## config.mk

```make
export PLATFORM = sky130hd
export DESIGN_NAME = vector_matrix_multiply
export DESIGN_NICKNAME = d
export VERILOG_FILES = /design/src/hw/rtl/vmm_pkg.sv /design/src/hw/rtl/vmm_fifo.sv /design/src/hw/rtl/vmm_front.sv /design/src/hw/rtl/vmm_back.sv /design/src/hw/rtl/vector_matrix_multiply.sv
export VERILOG_INCLUDE_DIRS = /design/src /design/src/hw/rtl
export SDC_FILE = /design/constraint.sdc
export NUM_CORES = 2
export LEC_CHECK = 0
export ABC_AREA = 1
export BUFFER_PORTS_ARGS = -buffer_cell sky130_fd_sc_hd__buf_4
export CAP_MARGIN = 10
export CORE_UTILIZATION = 60
export CTS_CLUSTER_DIAMETER = 80
export DETAILED_ROUTE_END_ITERATION = 6
export PLACE_DENSITY_LB_ADDON = 0.1
export SYNTH_ARGS = -nofsm -noshare
export SYNTH_HDL_FRONTEND = slang
export SYNTH_SLANG_ARGS = --single-unit
```

## constraint.sdc

```tcl
create_clock -name clk -period 17.97 [get_ports clk]
set_input_delay 0.8985 -clock clk [delete_from_list [all_inputs] [get_ports clk]]
set_output_delay 0.8985 -clock clk [all_outputs]
set_load 0.02 [all_outputs]
```

## src/hw/rtl/vector_matrix_multiply_defines.svh

```systemverilog
// ----------------------------------------------------------------------------
// Assertion macros for the vector-matrix multiply block
// Shared concurrent check forms, clocked on clk with async reset arst_n.
// ----------------------------------------------------------------------------
`ifndef VECTOR_MATRIX_MULTIPLY_DEFINES_SVH
`define VECTOR_MATRIX_MULTIPLY_DEFINES_SVH

// same-cycle implication
`define VMM_ASSERT_NOW(label, ante, cons) \
	label: assert property (@(posedge clk) disable iff (!arst_n) (ante) |-> (cons)) \
		else $error("vmm check failed");

// next-cycle implication
`define VMM_ASSERT_NEXT(label, ante, cons) \
	label: assert property (@(posedge clk) disable iff (!arst_n) (ante) |=> (cons)) \
		else $error("vmm check failed");

`endif

```

## src/hw/rtl/vmm_pkg.sv

```systemverilog
// ----------------------------------------------------------------------------
// vmm_pkg
// Types and constants shared by the vector-matrix multiply block.
// ----------------------------------------------------------------------------
package vmm_pkg;

	localparam int MAX_COLUMNS_DEF = 16;
	localparam int LANE_CAP        = 16;   // columns a 4-bit index can address
	localparam int COL_W           = 4;
	localparam int NCOL_W          = 5;
	localparam int DATA_W          = 16;
	localparam int PROD_W          = 32;
	localparam int ACC_W           = 48;
	localparam int CMD_DEPTH       = 4;
	localparam int RES_DEPTH       = 2;

	localparam logic signed [ACC_W-1:0] ACC_MAX = {1'b0, {(ACC_W-1){1'b1}}};
	localparam logic signed [ACC_W-1:0] ACC_MIN = {1'b1, {(ACC_W-1){1'b0}}};

	typedef struct packed {
		logic signed [DATA_W-1:0] matrix_element;
		logic        [COL_W-1:0]  column_index;
		logic signed [DATA_W-1:0] row_factor;
		logic                     last_element;
	} item_t;

	typedef struct packed {
		logic        [COL_W-1:0] result_column;
		logic signed [ACC_W-1:0] column_sum;
		logic                    last_result;
	} result_t;

	// command passed from the front end to the back end
	typedef struct packed {
		logic                     acc_en;
		logic                     last;
		logic        [COL_W-1:0]  col;
		logic signed [PROD_W-1:0] product;
	} cmd_t;

endpackage

```

## src/hw/rtl/vmm_fifo.sv

```systemverilog
// ----------------------------------------------------------------------------
// vmm_fifo
// Small register-based FIFO with show-ahead read data.
// ----------------------------------------------------------------------------
`include "vector_matrix_multiply_defines.svh"

module vmm_fifo #(
	parameter int WIDTH = 8,
	parameter int DEPTH = 2
) (
	input  logic             clk,
	input  logic             arst_n,
	input  logic             wr_en,
	input  logic [WIDTH-1:0] wr_data,
	output logic             full,
	input  logic             rd_en,
	output logic [WIDTH-1:0] rd_data,
	output logic             empty
);
	localparam int PTR_W = (DEPTH > 1) ? $clog2(DEPTH) : 1;
	localparam int CNT_W = $clog2(DEPTH + 1);
	localparam logic [PTR_W-1:0] PTR_LAST = PTR_W'(DEPTH - 1);
	localparam logic [CNT_W-1:0] CNT_FULL = CNT_W'(DEPTH);

	logic [WIDTH-1:0] mem_q [DEPTH];
	logic [PTR_W-1:0] wr_ptr_q, rd_ptr_q;
	logic [CNT_W-1:0] count_q;
	logic             do_wr, do_rd;

	assign full    = (count_q == CNT_FULL);
	assign empty   = (count_q == '0);
	assign do_wr   = wr_en && !full;
	assign do_rd   = rd_en && !empty;
	assign rd_data = mem_q[rd_ptr_q];

	always_ff @(posedge clk or negedge arst_n) begin
		if (!arst_n) begin
			wr_ptr_q <= '0;
			rd_ptr_q <= '0;
			count_q  <= '0;
		end else begin
			if (do_wr) begin
				wr_ptr_q <= (wr_ptr_q == PTR_LAST) ? '0 : wr_ptr_q + PTR_W'(1);
			end
			if (do_rd) begin
				rd_ptr_q <= (rd_ptr_q == PTR_LAST) ? '0 : rd_ptr_q + PTR_W'(1);
			end
			if (do_wr && !do_rd) begin
				count_q <= count_q + CNT_W'(1);
			end else if (do_rd && !do_wr) begin
				count_q <= count_q - CNT_W'(1);
			end
		end
	end

	always_ff @(posedge clk) begin
		if (do_wr) begin
			mem_q[wr_ptr_q] <= wr_data;
		end
	end

	`VMM_ASSERT_NOW(a_count_bound, 1'b1, count_q <= CNT_FULL)

endmodule

```

## src/hw/rtl/vmm_front.sv

```systemverilog
// ----------------------------------------------------------------------------
// vmm_front
// Accepts matrix elements, drops out-of-range columns (unless flagged last), forms the product.
// ----------------------------------------------------------------------------
module vmm_front (
	input  logic                       clk,
	input  logic                       arst_n,
	input  logic [vmm_pkg::NCOL_W-1:0] ncols,
	input  logic                       push,
	output logic                       full,
	input  vmm_pkg::item_t             item,
	output logic                       q_push,
	output vmm_pkg::cmd_t              q_data,
	input  logic                       q_full
);
	import vmm_pkg::*;

	logic                     valid_s1;
	logic                     acc_en_s1;
	logic                     last_s1;
	logic        [COL_W-1:0]  col_s1;
	logic signed [DATA_W-1:0] elem_s1;
	logic signed [DATA_W-1:0] factor_s1;
	logic                     accept;
	logic                     in_range;

	assign full     = valid_s1 && q_full;
	assign accept   = push && !full;
	assign in_range = ({1'b0, item.column_index} < ncols);

	always_ff @(posedge clk or negedge arst_n) begin
		if (!arst_n) begin
			valid_s1 <= 1'b0;
		end else if (accept) begin
			// an out-of-range element only survives if it carries the last flag
			valid_s1 <= in_range || item.last_element;
		end else if (q_push) begin
			valid_s1 <= 1'b0;
		end
	end

	always_ff @(posedge clk) begin
		if (accept) begin
			acc_en_s1 <= in_range;
			last_s1   <= item.last_element;
			col_s1    <= item.column_index;
			elem_s1   <= item.matrix_element;
			factor_s1 <= item.row_factor;
		end
	end

	assign q_push         = valid_s1 && !q_full;
	assign q_data.acc_en  = acc_en_s1;
	assign q_data.last    = last_s1;
	assign q_data.col     = col_s1;
	assign q_data.product = elem_s1 * factor_s1;

endmodule

```

## src/hw/rtl/vmm_back.sv

```systemverilog
// ----------------------------------------------------------------------------
// vmm_back
// Column accumulators with saturation and the drain sequencer.
// ----------------------------------------------------------------------------
`include "vector_matrix_multiply_defines.svh"

module vmm_back #(
	parameter int LANES = vmm_pkg::LANE_CAP
) (
	input  logic                       clk,
	input  logic                       arst_n,
	input  logic [vmm_pkg::NCOL_W-1:0] ncols,
	input  vmm_pkg::cmd_t              q_data,
	input  logic                       q_empty,
	output logic                       q_pop,
	output logic                       res_push,
	output vmm_pkg::result_t           res_data,
	input  logic                       res_full
);
	import vmm_pkg::*;

	localparam int LANE_W = (LANES > 1) ? $clog2(LANES) : 1;

	typedef enum logic {
		ST_ACCUM,
		ST_DRAIN
	} state_t;

	state_t                  state_q;
	logic [LANE_W-1:0]       idx_q;
	logic [LANES-1:0]        acc_valid_q;
	logic signed [ACC_W-1:0] acc_q [LANES];

	logic [LANE_W-1:0]       rd_idx;
	logic signed [ACC_W-1:0] acc_rd;
	logic signed [ACC_W:0]   sum_wide;
	logic signed [ACC_W-1:0] sum_sat;
	logic                    acc_wr;
	logic                    drain_last;

	assign q_pop    = (state_q == ST_ACCUM) && !q_empty;
	assign res_push = (state_q == ST_DRAIN) && !res_full;
	assign acc_wr   = q_pop && q_data.acc_en;

	// single read port, shared by accumulate and drain
	assign rd_idx = (state_q == ST_DRAIN) ? idx_q : q_data.col[LANE_W-1:0];
	assign acc_rd = acc_valid_q[rd_idx] ? acc_q[rd_idx] : '0;

	always_comb begin
		sum_wide = {acc_rd[ACC_W-1], acc_rd}
			+ {{(ACC_W + 1 - PROD_W){q_data.product[PROD_W-1]}}, q_data.product};
		if (sum_wide[ACC_W] != sum_wide[ACC_W-1]) begin
			sum_sat = sum_wide[ACC_W] ? ACC_MIN : ACC_MAX;
		end else begin
			sum_sat = sum_wide[ACC_W-1:0];
		end
	end

	assign drain_last = ((NCOL_W'(idx_q) + NCOL_W'(1)) == ncols);

	assign res_data.result_column = COL_W'(idx_q);
	assign res_data.column_sum    = acc_rd;
	assign res_data.last_result   = drain_last;

	always_ff @(posedge clk or negedge arst_n) begin
		if (!arst_n) begin
			state_q     <= ST_ACCUM;
			idx_q       <= '0;
			acc_valid_q <= '0;
		end else begin
			case (state_q)
				ST_ACCUM: begin
					if (acc_wr) begin
						acc_valid_q[rd_idx] <= 1'b1;
					end
					if (q_pop && q_data.last) begin
						idx_q <= '0;
						if (ncols == '0) begin
							acc_valid_q <= '0;
						end else begin
							state_q <= ST_DRAIN;
						end
					end
				end
				ST_DRAIN: begin
					if (res_push) begin
						if (drain_last) begin
							acc_valid_q <= '0;
							state_q     <= ST_ACCUM;
						end else begin
							idx_q <= idx_q + LANE_W'(1);
						end
					end
				end
				default: begin
					state_q <= ST_ACCUM;
				end
			endcase
		end
	end

	always_ff @(posedge clk) begin
		if (acc_wr) begin
			acc_q[rd_idx] <= sum_sat;
		end
	end

	`VMM_ASSERT_NOW(a_no_pop_in_drain, state_q == ST_DRAIN, !q_pop)
	`VMM_ASSERT_NEXT(a_clear_after_drain, res_push && drain_last, acc_valid_q == '0)

endmodule

```

## src/hw/rtl/vector_matrix_multiply.sv

```systemverilog
// ----------------------------------------------------------------------------
// vector_matrix_multiply
// Streaming row-vector by matrix product with saturating 48-bit sums.
// ----------------------------------------------------------------------------
// Takes one matrix element per cycle while full is low; each goes through the
// front register and command queue before adding x*A into its column's sum.
// A beat flagged last releases one sum per column in use through the result
// queue, one per cycle while it has room; during that drain the single
// accumulator read port is busy, so incoming elements wait in a four-entry
// command queue behind the front register and push stalls once both fill.
// Column count is written through the cfg channel (always ready); the user
// must write it only while the block is idle; the block does not enforce it.
module vector_matrix_multiply #(
	parameter int MAX_COLUMNS = vmm_pkg::MAX_COLUMNS_DEF
) (
	input  logic                       clk,
	input  logic                       arst_n,
	input  logic                       cfg_valid,
	output logic                       cfg_ready,
	input  logic [vmm_pkg::NCOL_W-1:0] cfg_data,
	input  logic                       push,
	output logic                       full,
	input  vmm_pkg::item_t             item,
	input  logic                       pop,
	output logic                       empty,
	output vmm_pkg::result_t           result
);
	import vmm_pkg::*;

	localparam int LANES = (MAX_COLUMNS < LANE_CAP) ? MAX_COLUMNS : LANE_CAP;
	localparam logic [NCOL_W-1:0] LANES_N = NCOL_W'(LANES);

	logic [NCOL_W-1:0] columns_in_use_q;
	logic [NCOL_W-1:0] ncols;
	logic              q_push, q_full, q_pop, q_empty;
	cmd_t              q_wr, q_rd;
	logic              res_push, res_full;
	result_t           res_wr;

	assign cfg_ready = 1'b1;

	always_ff @(posedge clk or negedge arst_n) begin
		if (!arst_n) begin
			columns_in_use_q <= NCOL_W'(16);
		end else if (cfg_valid && cfg_ready) begin
			columns_in_use_q <= cfg_data;
		end
	end

	assign ncols = (columns_in_use_q > LANES_N) ? LANES_N : columns_in_use_q;

	vmm_front u_front (
		.clk    (clk),
		.arst_n (arst_n),
		.ncols  (ncols),
		.push   (push),
		.full   (full),
		.item   (item),
		.q_push (q_push),
		.q_data (q_wr),
		.q_full (q_full)
	);

	vmm_fifo #(
		.WIDTH ($bits(cmd_t)),
		.DEPTH (CMD_DEPTH)
	) u_cmd_q (
		.clk     (clk),
		.arst_n  (arst_n),
		.wr_en   (q_push),
		.wr_data (q_wr),
		.full    (q_full),
		.rd_en   (q_pop),
		.rd_data (q_rd),
		.empty   (q_empty)
	);

	vmm_back #(
		.LANES (LANES)
	) u_back (
		.clk      (clk),
		.arst_n   (arst_n),
		.ncols    (ncols),
		.q_data   (q_rd),
		.q_empty  (q_empty),
		.q_pop    (q_pop),
		.res_push (res_push),
		.res_data (res_wr),
		.res_full (res_full)
	);

	vmm_fifo #(
		.WIDTH ($bits(result_t)),
		.DEPTH (RES_DEPTH)
	) u_res_q (
		.clk     (clk),
		.arst_n  (arst_n),
		.wr_en   (res_push),
		.wr_data (res_wr),
		.full    (res_full),
		.rd_en   (pop),
		.rd_data (result),
		.empty   (empty)
	);

endmodule
```

==> reports/qor.yml <==
cts:
  post_cts_buffers: 0
  cts_tree: "done"
  clock_sinks: 1102
  cts_buffers: 111
  cts_root_buffer: "clkbuf_16"
  ctsResizeCount: 0
  cts_hold_buf: 0
  htree_num_levels: 3
  clock_path_buffers: 3
  clk_transition_reported_paths_ns: 0.06
  clk_latency_ns: 0.74
die:
  start_util: 0.608
  num_rows: 115
  die_h_um: 319
  dieArea_mm2: 0.101
  die_w_um: 319
  core-area_mm2: 0.0989
  io-pin-count: 103
critical_path:
  endpoint_kind: "flop"
  r2r_start: "u_cmd_q.rd_ptr_q[0]"
  ff2ff_setup_slack_ns: 8.97
  cp.arrival_ns: 9.45
  slowest_stage: "nand2_4"
  cp_common_cell: "nand2_1"
  crit_required_ns: 18.42
  crit_fanout: 184
  worstSetupStartpoint: "u_cmd_q.rd_ptr_q[0]"
  criticalPathCategory: "flop to flop"
  worstSetupStartpointType: "flop"
  crit_path_max_incr_delay_ns: 0.86
synthesis:
  ys_seq_area_frac: 0.547
  yosysTopAreaCell: "edfxtp_1"
  synthFlopType: "edfxtp_1"
  yosys.cell_types.count: 49
  yosysMostFrequentCell: "nand2_1"
  async_reset_ff_frac: 0.0345
  syn_area_mm2: 0.0601
  syn_inst: 6324
  syn_area_per_cell_um2: 9.51
  synthTopCellsByCount: "nand2_1, inv_1, edfxtp_1"
  synthTopCellsByArea: "edfxtp_1, nand2_1, fa_1, inv_1, o21ai_0"
  synth_enable_flop_cells: 1064
  synth_top_area_frac: 0.531
  synth-seq-cells: 1102
  ys.warnings.count: 0
  syn_nets: 6776
grt:
  antenna_found_initial: 0
  grt_usage: 0.322
  grt_pass1_vias: 40600
  grt_max_degree: 239
  grt_overflow: 0
  grt_pass1_wl_um: 244000
routing:
  vias: 42100
  antenna_left: 0
  drc_errors: 0
  routed_wl_um: 162000
  drtIter0Drc: 4807
  post_drt_wl_per_cell_um: 21.0
  viasPerCell: 5.47
  dr.pass1.iters: 6
place:
  hpwl_um: 103000
  port_buffers: 101
  routabilityCongestion: 1.00
timing:
  setup_tns_ns: 0
  fin_crit_ns: 9.00
  hold_viol_final: 0
  rsz0062_at_grt: "no"
  drv_slew: 0
  timing.fmax_mhz: 111
  finClkSkew_ns: 0.0485
  fin_crit_sh: 0.501
  relSlewSlack: 0.174
  setup_viol: 0
  worst_slew_pin_slew_ns: 1.24
finish:
  num_antenna_cells: 0
  drive_gt1_frac: 0.0583
  syn2layout_area_growth_pct: 8.76
  layout.nets: 6780
flow_run:
  drv_cap: 0
status:
  outcome: "completed"
worst_hold_path:
  hp-class: "primary input to asynchronous set/reset pin"
-- final cells by class --
cell class	count	area (µm²)
fill	7817	33500
sequential	1102	32900
multi-input combinational	3858	22000
inverter	1103	4140
clock buffer	137	2900
tap	1287	1610
timing repair buffer	152	1180
clock inverter	65	691
-- cell families (layout without fill, tap and decap cells) --
| kind of cell | after synthesis | after routing | synth area share |
|---|---|---|---|
| AND/OR/NAND/NOR | 2686 | 2686 | 0.173 |
| buffers and inverters | 1364 | 1457 | 0.0905 |
| flip-flops | 1102 | 1102 | 0.547 |
| AO/OA/AOI/OAI | 693 | 693 | 0.0616 |
| adder cells (fa/ha/maj) | 405 | 405 | 0.117 |
| XOR/XNOR | 73 | 73 | 0.0106 |
| other | 1 | 1 | 0.0000624 |
-- routing by layer --
metal,GRT usage,part of all wire
met3,0.0415,0.077
met2,0.522,0.47
met5,0,0
met4,0.124,0.038
met1,0.446,0.42
-- flip-flops by register name, summed over array words and instances (netlist names), 2 cells and up --
name and cells:
u_cmd_q.count_q 3, u_back.acc_valid_q 16, u_res_q.count_q 2, u_res_q.mem_q 106, u_cmd_q.rd_ptr_q 2, u_front.col_s1 4, u_cmd_q.wr_ptr_q 2, u_back.idx_q 4
u_cmd_q.mem_q 152, u_back.acc_q 768, u_front.factor_s1 16, u_front.elem_s1 16, columns_in_use_q 5
-- per-stage QoR --
step | instance area [µm²] | hold WS [ns] | instances | util | setup WS, ns
2_1_floorplan | 60100 | 0.459 | 6324 | - | 12.28
3_3_place_gp | 61800 | 0.485 | 7502 | 0.625 | 9.49
3_5_place_dp | 61800 | 0.500 | 7502 | 0.625 | 9.29
4_1_cts | 65400 | 0.126 | 7704 | 0.661 | 9.23
5_1_grt | 65400 | 0.151 | 7704 | 0.661 | 8.37
6_report | 65400 | 0.145 | 7704 | 0.661 | 8.97
-- cells in the final DEF, fill, tap and decap left out, types with 3 or more instances in the layout --
cell type   count
a21o_1          5
a21oi_1        94
a31oi_1         3
and2_1          3
buf_12          3
buf_4         149
bufinv_16       7
clkbuf_1       24
clkbuf_16     111
clkinv_1       28
clkinv_16       6
clkinv_2       22
clkinvlp_4      3
dfrtp_1        35
edfxtp_1     1064
fa_1          264
ha_1          141
inv_1        1085
inv_2          10
nand2_1      2232
nand2_2         5
nand2_4         3
nand3_1        76
nand3_2         4
nand3b_1        4
nand4_1        27
nor2_1        279
nor2_4         22
nor3_1         18
nor4_1          3
o21ai_0       468
o21ai_1        34
o21ai_2         6
o21bai_1       20
o22ai_1        31
o31ai_1        17
or2_2           6
xnor2_1        30
xor2_1         43
-- path summary, 6_finish.rpt --
check / endpoint / cells after the start
setup / recovery: u_back.acc_q[2][2] / 31
hold / removal: columns_in_use_q[3] / 1
setup reg to reg: u_back.acc_q[2][2] / 31
hold reg to reg: u_cmd_q.mem_q[3][36] / 0
max in group asynchronous: u_cmd_q.rd_ptr_q[0] / 1
min in group clk: u_front.last_s1 / 1
-- worst max-delay path, delay by kind of cell, from the launching register on --
| kind | cells | cell delay [ns] |
|---|---|---|
| AO/OA/AOI/OAI | 2 | 0.39 |
| AND/OR/NAND/NOR | 22 | 4.90 |
| flip-flops | 1 | 0.68 |
| adder cells (fa/ha/maj) | 1 | 0.39 |
| buffers and inverters | 6 | 2.03 |
Power is not shown: default switching activity piles up to over one toggle a cycle in this logic, so the estimate is an artifact.
